File: config.mk
export PLATFORM = sky130hd
export DESIGN_NAME = cartesian_polar_converter_top_flat
export DESIGN_NICKNAME = d
export VERILOG_FILES = /design/src/cpc_pkg.sv /design/src/cpc_if.sv /design/src/cartesian_polar_converter_top.sv /design/src/cpc_prep.sv /design/src/cpc_cell.sv /design/src/cpc_post.sv /design/src/flat_wrapper.sv
export SDC_FILE = /design/constraint.sdc
export NUM_CORES = 1
export LEC_CHECK = 0
export ABC_AREA = 1
export BUFFER_PORTS_ARGS = -buffer_cell sky130_fd_sc_hd__buf_2
export CAP_MARGIN = 40
export CORE_MARGIN = 2
export CORE_UTILIZATION = 40
export DETAILED_ROUTE_END_ITERATION = 8
export GPL_TIMING_DRIVEN = 0
export PLACE_DENSITY = 0.58
export SYNTH_ARGS = -nofsm -noshare
export SYNTH_HDL_FRONTEND = slang
export SYNTH_SLANG_ARGS = --single-unit
File: constraint.sdc
create_clock -name clk -period 2.7 [get_ports clk]
set_input_delay 0.135 -clock clk [delete_from_list [all_inputs] [get_ports clk]]
set_output_delay 0.135 -clock clk [all_outputs]
set_load 0.005 [all_outputs]
File: src/cpc_pkg.sv
// Shared types, constants and the arctangent table of the coordinate converter.
package cpc_pkg;

    localparam int unsigned ITERATIONS   = 16;
    localparam int unsigned ATAN_ENTRIES = 24;
    localparam int unsigned FRAC_BITS    = 14;
    localparam int unsigned XW           = 34;
    localparam int unsigned ZW           = 33;

    localparam logic [31:0] INV_GAIN     = 32'h9B74_EDA8;
    localparam logic [31:0] TURN_HALF    = 32'h8000_0000;
    localparam logic [31:0] TURN_QUARTER = 32'h4000_0000;

    localparam logic OP_TO_POLAR = 1'b0;
    localparam logic OP_TO_CART  = 1'b1;

    typedef struct packed {
        logic               operation;
        logic signed [15:0] x_in;
        logic signed [15:0] y_in;
        logic [15:0]        radius_in;
        logic [15:0]        angle_in;
    } in_word_t;

    typedef struct packed {
        logic signed [15:0] x_out;
        logic signed [15:0] y_out;
        logic [15:0]        radius_out;
        logic [15:0]        angle_out;
        logic               saturated;
    } out_word_t;

    typedef struct packed {
        logic                 operation;
        logic                 origin;
        logic signed [XW-1:0] x;
        logic signed [XW-1:0] y;
        logic signed [ZW-1:0] z;
    } cell_word_t;

    function automatic logic [31:0] atan_turn(input int unsigned idx);
        logic [31:0] val;
        case (idx)
            0:       val = 32'h2000_0000;
            1:       val = 32'h12E4_051E;
            2:       val = 32'h09FB_385B;
            3:       val = 32'h0511_11D4;
            4:       val = 32'h028B_0D43;
            5:       val = 32'h0145_D7E1;
            6:       val = 32'h00A2_F61E;
            7:       val = 32'h0051_7C55;
            8:       val = 32'h0028_BE53;
            9:       val = 32'h0014_5F2F;
            10:      val = 32'h000A_2F98;
            11:      val = 32'h0005_17CC;
            12:      val = 32'h0002_8BE6;
            13:      val = 32'h0001_45F3;
            14:      val = 32'h0000_A2FA;
            15:      val = 32'h0000_517D;
            16:      val = 32'h0000_28BE;
            17:      val = 32'h0000_145F;
            18:      val = 32'h0000_0A30;
            19:      val = 32'h0000_0518;
            20:      val = 32'h0000_028C;
            21:      val = 32'h0000_0146;
            22:      val = 32'h0000_00A3;
            23:      val = 32'h0000_0051;
            default: val = 32'h0000_0000;
        endcase
        return val;
    endfunction

endpackage

File: src/cpc_if.sv
// Valid/ready channel that carries one word of a given payload type.
interface cpc_if #(
    parameter type payload_t = logic
);
    logic     valid;
    logic     ready;
    payload_t payload;

    modport source (output valid, output payload, input ready);
    modport sink   (input valid, input payload, output ready);
endinterface

File: src/cartesian_polar_converter_top.sv
// Top level of the pipelined CORDIC cartesian/polar coordinate converter.
//
//   Channel  Role    Word
//   req      sink    operation, x_in, y_in, radius_in, angle_in
//   rsp      source  x_out, y_out, radius_out, angle_out, saturated
//
// A word goes through a registered input stage, one registered rotation cell per
// iteration (at most ATAN_ENTRIES cells) and a registered output stage to rsp.
// One word is taken each cycle unless rsp stalls; the rotation cells set the latency.
// Reset clears every stage's valid flag, so the pipeline starts empty.
// Each stage holds its word while the next one is full and stalled, and empty
// stages are filled at once; ready passes back through the row in the same cycle.
module cartesian_polar_converter_top #(
    parameter int unsigned ITERATIONS = cpc_pkg::ITERATIONS
) (
    input  logic clk,
    input  logic rst_n,
    cpc_if.sink  req,
    cpc_if.source rsp
);

    localparam int unsigned STAGES = (ITERATIONS < cpc_pkg::ATAN_ENTRIES)
                                     ? ITERATIONS : cpc_pkg::ATAN_ENTRIES;

    logic                stage_valid [0:STAGES];
    logic                stage_ready [0:STAGES];
    cpc_pkg::cell_word_t stage_word  [0:STAGES];

    cpc_prep u_prep (
        .clk       (clk),
        .rst_n     (rst_n),
        .in_valid  (req.valid),
        .in_ready  (req.ready),
        .in_word   (req.payload),
        .out_valid (stage_valid[0]),
        .out_ready (stage_ready[0]),
        .out_word  (stage_word[0])
    );

    for (genvar i = 0; i < STAGES; i++)
    begin : g_cell
        cpc_cell #(
            .STAGE (i)
        ) u_cell (
            .clk       (clk),
            .rst_n     (rst_n),
            .in_valid  (stage_valid[i]),
            .in_ready  (stage_ready[i]),
            .in_word   (stage_word[i]),
            .out_valid (stage_valid[i+1]),
            .out_ready (stage_ready[i+1]),
            .out_word  (stage_word[i+1])
        );
    end

    cpc_post u_post (
        .clk       (clk),
        .rst_n     (rst_n),
        .in_valid  (stage_valid[STAGES]),
        .in_ready  (stage_ready[STAGES]),
        .in_word   (stage_word[STAGES]),
        .out_valid (rsp.valid),
        .out_ready (rsp.ready),
        .out_word  (rsp.payload)
    );

endmodule

File: src/cpc_prep.sv
// Input stage: quadrant folding and gain prescaling ahead of the rotation cells.
module cpc_prep (
    input  logic                clk,
    input  logic                rst_n,
    input  logic                in_valid,
    output logic                in_ready,
    input  cpc_pkg::in_word_t   in_word,
    output logic                out_valid,
    input  logic                out_ready,
    output cpc_pkg::cell_word_t out_word
);

    logic                         valid_reg;
    cpc_pkg::cell_word_t          word_reg;
    cpc_pkg::cell_word_t          word_next;
    logic signed [cpc_pkg::XW-1:0] xv;
    logic signed [cpc_pkg::XW-1:0] yv;
    logic [47:0]                  rprod;
    logic [47:0]                  rsum;
    logic [cpc_pkg::XW-1:0]       rx;
    logic [31:0]                  zu;
    logic [31:0]                  zt;

    assign in_ready  = !valid_reg || out_ready;
    assign out_valid = valid_reg;
    assign out_word  = word_reg;

    always_comb
    begin
        xv    = cpc_pkg::XW'(in_word.x_in) <<< cpc_pkg::FRAC_BITS;
        yv    = cpc_pkg::XW'(in_word.y_in) <<< cpc_pkg::FRAC_BITS;
        rprod = 48'(in_word.radius_in) * 48'(cpc_pkg::INV_GAIN);
        rsum  = rprod + 48'(1 << 17);
        rx    = {{(cpc_pkg::XW - 30){1'b0}}, rsum[47:18]};
        zu    = {in_word.angle_in, 16'h0000};
        zt    = zu + cpc_pkg::TURN_QUARTER;

        word_next.operation = in_word.operation;
        word_next.origin    = (in_word.operation == cpc_pkg::OP_TO_POLAR)
                              && (in_word.x_in == 16'sd0) && (in_word.y_in == 16'sd0);
        if (in_word.operation == cpc_pkg::OP_TO_POLAR)
        begin
            if (in_word.x_in[15])
            begin
                word_next.x = -xv;
                word_next.y = -yv;
                word_next.z = cpc_pkg::ZW'(cpc_pkg::TURN_HALF);
            end
            else
            begin
                word_next.x = xv;
                word_next.y = yv;
                word_next.z = '0;
            end
        end
        else
        begin
            word_next.y = '0;
            if (zt[31])
            begin
                word_next.x = -signed'(rx);
                word_next.z = cpc_pkg::ZW'(signed'(zu - cpc_pkg::TURN_HALF));
            end
            else
            begin
                word_next.x = signed'(rx);
                word_next.z = cpc_pkg::ZW'(signed'(zu));
            end
        end
    end

    always_ff @(posedge clk or negedge rst_n)
    begin
        if (!rst_n)
        begin
            valid_reg <= 1'b0;
        end
        else if (in_ready)
        begin
            valid_reg <= in_valid;
        end
    end

    always_ff @(posedge clk)
    begin
        if (in_ready && in_valid)
        begin
            word_reg <= word_next;
        end
    end

endmodule

File: src/cpc_cell.sv
// One CORDIC micro-rotation stage with its own valid/ready handshake.
module cpc_cell #(
    parameter int unsigned STAGE = 0
) (
    input  logic                clk,
    input  logic                rst_n,
    input  logic                in_valid,
    output logic                in_ready,
    input  cpc_pkg::cell_word_t in_word,
    output logic                out_valid,
    input  logic                out_ready,
    output cpc_pkg::cell_word_t out_word
);

    localparam logic signed [cpc_pkg::ZW-1:0] ATAN =
        cpc_pkg::ZW'(cpc_pkg::atan_turn(STAGE));

    logic                          valid_reg;
    cpc_pkg::cell_word_t           word_reg;
    cpc_pkg::cell_word_t           word_next;
    logic signed [cpc_pkg::XW-1:0] xs;
    logic signed [cpc_pkg::XW-1:0] ys;
    logic                          neg;

    assign in_ready  = !valid_reg || out_ready;
    assign out_valid = valid_reg;
    assign out_word  = word_reg;

    always_comb
    begin
        xs  = in_word.x >>> STAGE;
        ys  = in_word.y >>> STAGE;
        neg = (in_word.operation == cpc_pkg::OP_TO_CART) ? in_word.z[cpc_pkg::ZW-1]
                                                         : !in_word.y[cpc_pkg::XW-1];
        word_next = in_word;
        if (neg)
        begin
            word_next.x = in_word.x + ys;
            word_next.y = in_word.y - xs;
            word_next.z = in_word.z + ATAN;
        end
        else
        begin
            word_next.x = in_word.x - ys;
            word_next.y = in_word.y + xs;
            word_next.z = in_word.z - ATAN;
        end
    end

    always_ff @(posedge clk or negedge rst_n)
    begin
        if (!rst_n)
        begin
            valid_reg <= 1'b0;
        end
        else if (in_ready)
        begin
            valid_reg <= in_valid;
        end
    end

    always_ff @(posedge clk)
    begin
        if (in_ready && in_valid)
        begin
            word_reg <= word_next;
        end
    end

endmodule

File: src/cpc_post.sv
// Output stage: gain correction, rounding and saturation into the result word.
module cpc_post (
    input  logic                clk,
    input  logic                rst_n,
    input  logic                in_valid,
    output logic                in_ready,
    input  cpc_pkg::cell_word_t in_word,
    output logic                out_valid,
    input  logic                out_ready,
    output cpc_pkg::out_word_t  out_word
);

    localparam int unsigned QW = cpc_pkg::XW - cpc_pkg::FRAC_BITS;

    logic                          valid_reg;
    cpc_pkg::out_word_t            word_reg;
    cpc_pkg::out_word_t            word_next;
    logic [cpc_pkg::XW-2:0]        xc;
    logic [64:0]                   mprod;
    logic [64:0]                   msum;
    logic [31:0]                   asum;
    logic signed [cpc_pkg::XW-1:0] xr;
    logic signed [cpc_pkg::XW-1:0] yr;
    logic signed [QW-1:0]          xq;
    logic signed [QW-1:0]          yq;
    logic                          xclip;
    logic                          yclip;

    function automatic logic signed [15:0] sat16(input logic signed [QW-1:0] v);
        logic signed [15:0] res;
        if (v > QW'(32767))
        begin
            res = 16'sh7FFF;
        end
        else if (v < -QW'(32768))
        begin
            res = 16'sh8000;
        end
        else
        begin
            res = v[15:0];
        end
        return res;
    endfunction

    assign in_ready  = !valid_reg || out_ready;
    assign out_valid = valid_reg;
    assign out_word  = word_reg;

    always_comb
    begin
        xc    = in_word.x[cpc_pkg::XW-1] ? '0 : in_word.x[cpc_pkg::XW-2:0];
        mprod = 65'(xc) * 65'(cpc_pkg::INV_GAIN);
        msum  = mprod + (65'(1) << 45);
        asum  = in_word.z[31:0] + 32'h0000_8000;
        xr    = in_word.x + cpc_pkg::XW'(1 << (cpc_pkg::FRAC_BITS - 1));
        yr    = in_word.y + cpc_pkg::XW'(1 << (cpc_pkg::FRAC_BITS - 1));
        xq    = QW'(xr >>> cpc_pkg::FRAC_BITS);
        yq    = QW'(yr >>> cpc_pkg::FRAC_BITS);
        xclip = (xq > QW'(32767)) || (xq < -QW'(32768));
        yclip = (yq > QW'(32767)) || (yq < -QW'(32768));

        word_next = '0;
        if (in_word.operation == cpc_pkg::OP_TO_CART)
        begin
            word_next.x_out     = sat16(xq);
            word_next.y_out     = sat16(yq);
            word_next.saturated = xclip || yclip;
        end
        else if (!in_word.origin)
        begin
            word_next.radius_out = (|msum[64:62]) ? 16'hFFFF : msum[61:46];
            word_next.angle_out  = asum[31:16];
        end
    end

    always_ff @(posedge clk or negedge rst_n)
    begin
        if (!rst_n)
        begin
            valid_reg <= 1'b0;
        end
        else if (in_ready)
        begin
            valid_reg <= in_valid;
        end
    end

    always_ff @(posedge clk)
    begin
        if (in_ready && in_valid)
        begin
            word_reg <= word_next;
        end
    end

endmodule
File: src/flat_wrapper.sv
// flat-port wrapper written by rule: the top's interface ports become plain ports
module cartesian_polar_converter_top_flat 
#(
    parameter int unsigned ITERATIONS = cpc_pkg::ITERATIONS
)
  (clk, rst_n, req_valid, req_payload, req_ready, rsp_valid, rsp_payload, rsp_ready);
  cpc_if req_i ();
  cpc_if rsp_i ();
  input  logic clk;
  input  logic rst_n;
  input wire logic [$bits(req_i.valid)-1:0] req_valid;
  input wire logic [$bits(req_i.payload)-1:0] req_payload;
  output wire logic [$bits(req_i.ready)-1:0] req_ready;
  output wire logic [$bits(rsp_i.valid)-1:0] rsp_valid;
  output wire logic [$bits(rsp_i.payload)-1:0] rsp_payload;
  input wire logic [$bits(rsp_i.ready)-1:0] rsp_ready;
  assign req_i.valid = req_valid;
  assign req_i.payload = req_payload;
  assign req_ready = req_i.ready;
  assign rsp_valid = rsp_i.valid;
  assign rsp_payload = rsp_i.payload;
  assign rsp_i.ready = rsp_ready;
  cartesian_polar_converter_top #(.ITERATIONS(ITERATIONS)) u_core (.clk(clk), .rst_n(rst_n), .req(req_i), .rsp(rsp_i));
endmodule
==> impl_metrics.env <==
export IMPL_tns_ns=0
export IMPL_dieArea_um2=2260
export IMPL_syn_inst=63
export IMPL_hold_viol=0
export IMPL_num_rows=15
export IMPL_place_hpwl_um=677
export IMPL_dpl_cell_area_um2=816
export IMPL_yosys_area_top_type="dfrtp_1"
export IMPL_cts_root_buf="clkbuf_4"
export IMPL_arrival_ns=1.86
export IMPL_fill_cells=181
export IMPL_cpPeakStageDelay_ns=0.39
export IMPL_required_ns=2.57
export IMPL_place_inst=93
export IMPL_synth_adder_area_share_pct=0
export IMPL_cap_violations=0
export IMPL_cts_htree_levels=1
export IMPL_first_iter_violations=1
export IMPL_die_x_um=47.6
export IMPL_worst_setup_path_end_kind="output port"
export IMPL_grt_pass1_vias=406
export IMPL_rsz0062_at_grt="false"
export IMPL_ios=8
export IMPL_final_seq_area_um2=450
export IMPL_grt_antenna_before_repair=0
export IMPL_grt_max_degree=19
export IMPL_synth_compound_area_share_pct=5.93
export IMPL_clkSinkCount=18
export IMPL_fmax_mhz=502
export IMPL_grt_ovfl_total=0
export IMPL_die_y_um=47.6
export IMPL_clkLatencyLatePin_ns=0.29
export IMPL_path_class="register to output port"
export IMPL_leakagePower_nw=0.410
export IMPL_vdd_ir_drop_max_mv=0.316
export IMPL_avgSynthCellArea_um2=12.1
export IMPL_finalClockSkew_ns=0.00375
export IMPL_drc=0
export IMPL_start_util_pct=43.0
export IMPL_synth_top_family_by_area="simple AND/OR/NAND/NOR gates"
export IMPL_gp_congestion=0.647
export IMPL_antenna_diode_count=0
export IMPL_vias=421
export IMPL_drive_above_1_share_pct=37.0
export IMPL_synthSimpleGateAreaFrac_pct=27.3
export IMPL_viasPerCell=4.30
export IMPL_hold_class="input pin to register"
export IMPL_ant_nets=0
export IMPL_first_pass_iters=3
export IMPL_ys_seq_area_share_pct=59.3
export IMPL_synthesis_nets=68
export IMPL_synth_top_area_share_pct=59.3
export IMPL_port_buffers=5
export IMPL_grt_first_pass_wirelength_um=1610
export IMPL_cpMostUsedCell="nor2_4"
export IMPL_cts_buffers_inserted=3
export IMPL_routed_wl_um=901
export IMPL_cp_slowest_cell="dfrtp_1"
export IMPL_fin_crit_sh_pct=73.8
export IMPL_crit_path_start_kind="register"
export IMPL_powerDensity_nw_per_um2=648
export IMPL_core_um2=1760
export IMPL_grt_use_total_pct=10.8
export IMPL_cts_tree="built"
export IMPL_syn_area_um2=759
export IMPL_fin_cells=98
export IMPL_multi_input_area_um2=256
export IMPL_critPathMaxFanout=3
export IMPL_area_delta_synth_final_pct=13.5
export IMPL_nets=79
export IMPL_min_period_ns=1.99
export IMPL_synth_area_mux_share_pct=0
export IMPL_path_cells="nand3_2 -> nor2_4 -> nand4_4 -> nor2_4 -> nand4_4 -> nor2_4 -> nand4_4 -> nor2_4 -> nand4_2 -> buf_2"
export IMPL_synthTopCellsByArea="dfrtp_1 59%, nand4_4 8.4%, inv_1 5.9%"
export IMPL_clk_pin_slew_ns=0.10
export IMPL_final_area_um2=862
export IMPL_wire_per_inst_um=9.19
export IMPL_yosys_warnings=0
export IMPL_status="complete, no violations"
export IMPL_synth_xor_area_share_pct=0
export IMPL_yosysUniqueCellTypes=17
export IMPL_cts_resized=0
export IMPL_cts_setup_buffers=0
export IMPL_slew_violations=0
export IMPL_finalSetupViolations=0
export IMPL_ys_ff_latch=18
export IMPL_cts_buffer_depth=2
==> per-layer routing <==
layer / routed length [um] / vias to the layer above / track usage (%) / part of all wire, %
li1: - / 212 / - / -
met1: 412 / 201 / 13.3 / 46
met2: 443 / 6 / 16.5 / 49
met3: 31 / 2 / 2.26 / 3.4
met4: 13 / 0 / 8.11 / 1.4
met5: 0 / - / 0 / 0
==> state kept, by name, summed over array words and instances, names as in the netlist <==
register,cells
u_core.g_cell.u_cell.out_valid,16
u_core.u_post.out_valid,1
u_core.u_prep.out_valid,1
==> repair_timing <==
item | 4_1_cts | 5_1_grt
setup endpoints to repair | 0 | 0
hold endpoints to repair | 18 | 0
hold buffers | 1 | 0
==> cell usage in the layout, fill, tap and decap left out, types with 2 or more instances in the layout <==
cell / count
nor2_1: 2
a31o_2: 2
dfrtp_1: 18
or2_2: 3
clkbuf_4: 3
nand4_4: 3
nor2_4: 4
nand2_1: 10
buf_2: 5
inv_1: 12
==> power by group <==
part	total (W)	switching [W]	internal, W
Sequential	0.000325	0.0000254	0.000299
Combinational	0.0000715	0.0000398	0.0000317
Clock	0.000162	0.0000804	0.0000821
Total	0.000559	0.000146	0.000413
==> kinds of logic (layout without fill, tap and decap cells) <==
group	count (synthesis)	in the layout
AND/OR/NAND/NOR	26	26
AO/OA/AOI/OAI	5	5
buffers and inverters	13	23
flip-flops	18	18
other	1	1
==> stage by stage <==
stage / utilization (%) / total power (W) / setup WS (ns) / hold WS (ns)
after floorplan: - / 0.000384 / 1.22 / -0.161
after global placement: 46.2 / 0.000401 / 1.01 / 0.0841
after CTS: 48.9 / 0.000568 / 0.663 / 0.0238
final: 48.9 / 0.000559 / 0.707 / 0.0327
after global routing: 48.9 / 0.000592 / 0.520 / 0.0231
after detailed placement: 46.2 / 0.000403 / 1.00 / 0.0858
==> cell type report <==
type                    count  area share, %
repair buffers              6           4.06
well taps                  25           3.63
plain buffers               1          0.871
multi-input cells          32           29.8
clock buffers               4           4.21
flip-flops and latches     18           52.2
inverters                  12           5.22
==> synthesized netlist by cell type <==
cell       n
nand2_1   10
nand4_4    3
nand3_2    1
nand2_2    1
nor2_1     2
dfrtp_1   18
nor2_4     4
a21o_2     1
or2_2      3
buf_4      1
or2_1      1
inv_1     12
o21bai_1   1
nand4_2    1
a31o_2     2
conb_1     1
o21bai_2   1
==> worst paths after layout <==
check                                                   start                                  to  slack, ns  cells after the start
hold / removal                                      req_valid             u_core.u_prep.out_valid       0.03                      3
max in group asynchronous                               rst_n   u_core.g_cell[2].u_cell.out_valid       2.13                      2
setup / recovery                      u_core.u_post.out_valid                           req_ready       0.71                     10
hold reg to reg            u_core.g_cell[14].u_cell.out_valid  u_core.g_cell[15].u_cell.out_valid       0.48                      2
min in group asynchronous                               rst_n  u_core.g_cell[10].u_cell.out_valid       0.29                      2
setup reg to reg                      u_core.u_post.out_valid   u_core.g_cell[0].u_cell.out_valid       1.12                     10
==> critical path: cells and delay by family, from the launching register on <==
kind          cells  cell delay, ns
simple gates      9            1.04
flops             1            0.39
buf+inv           1            0.14
Note: power is estimated with default switching activity, not from simulation.
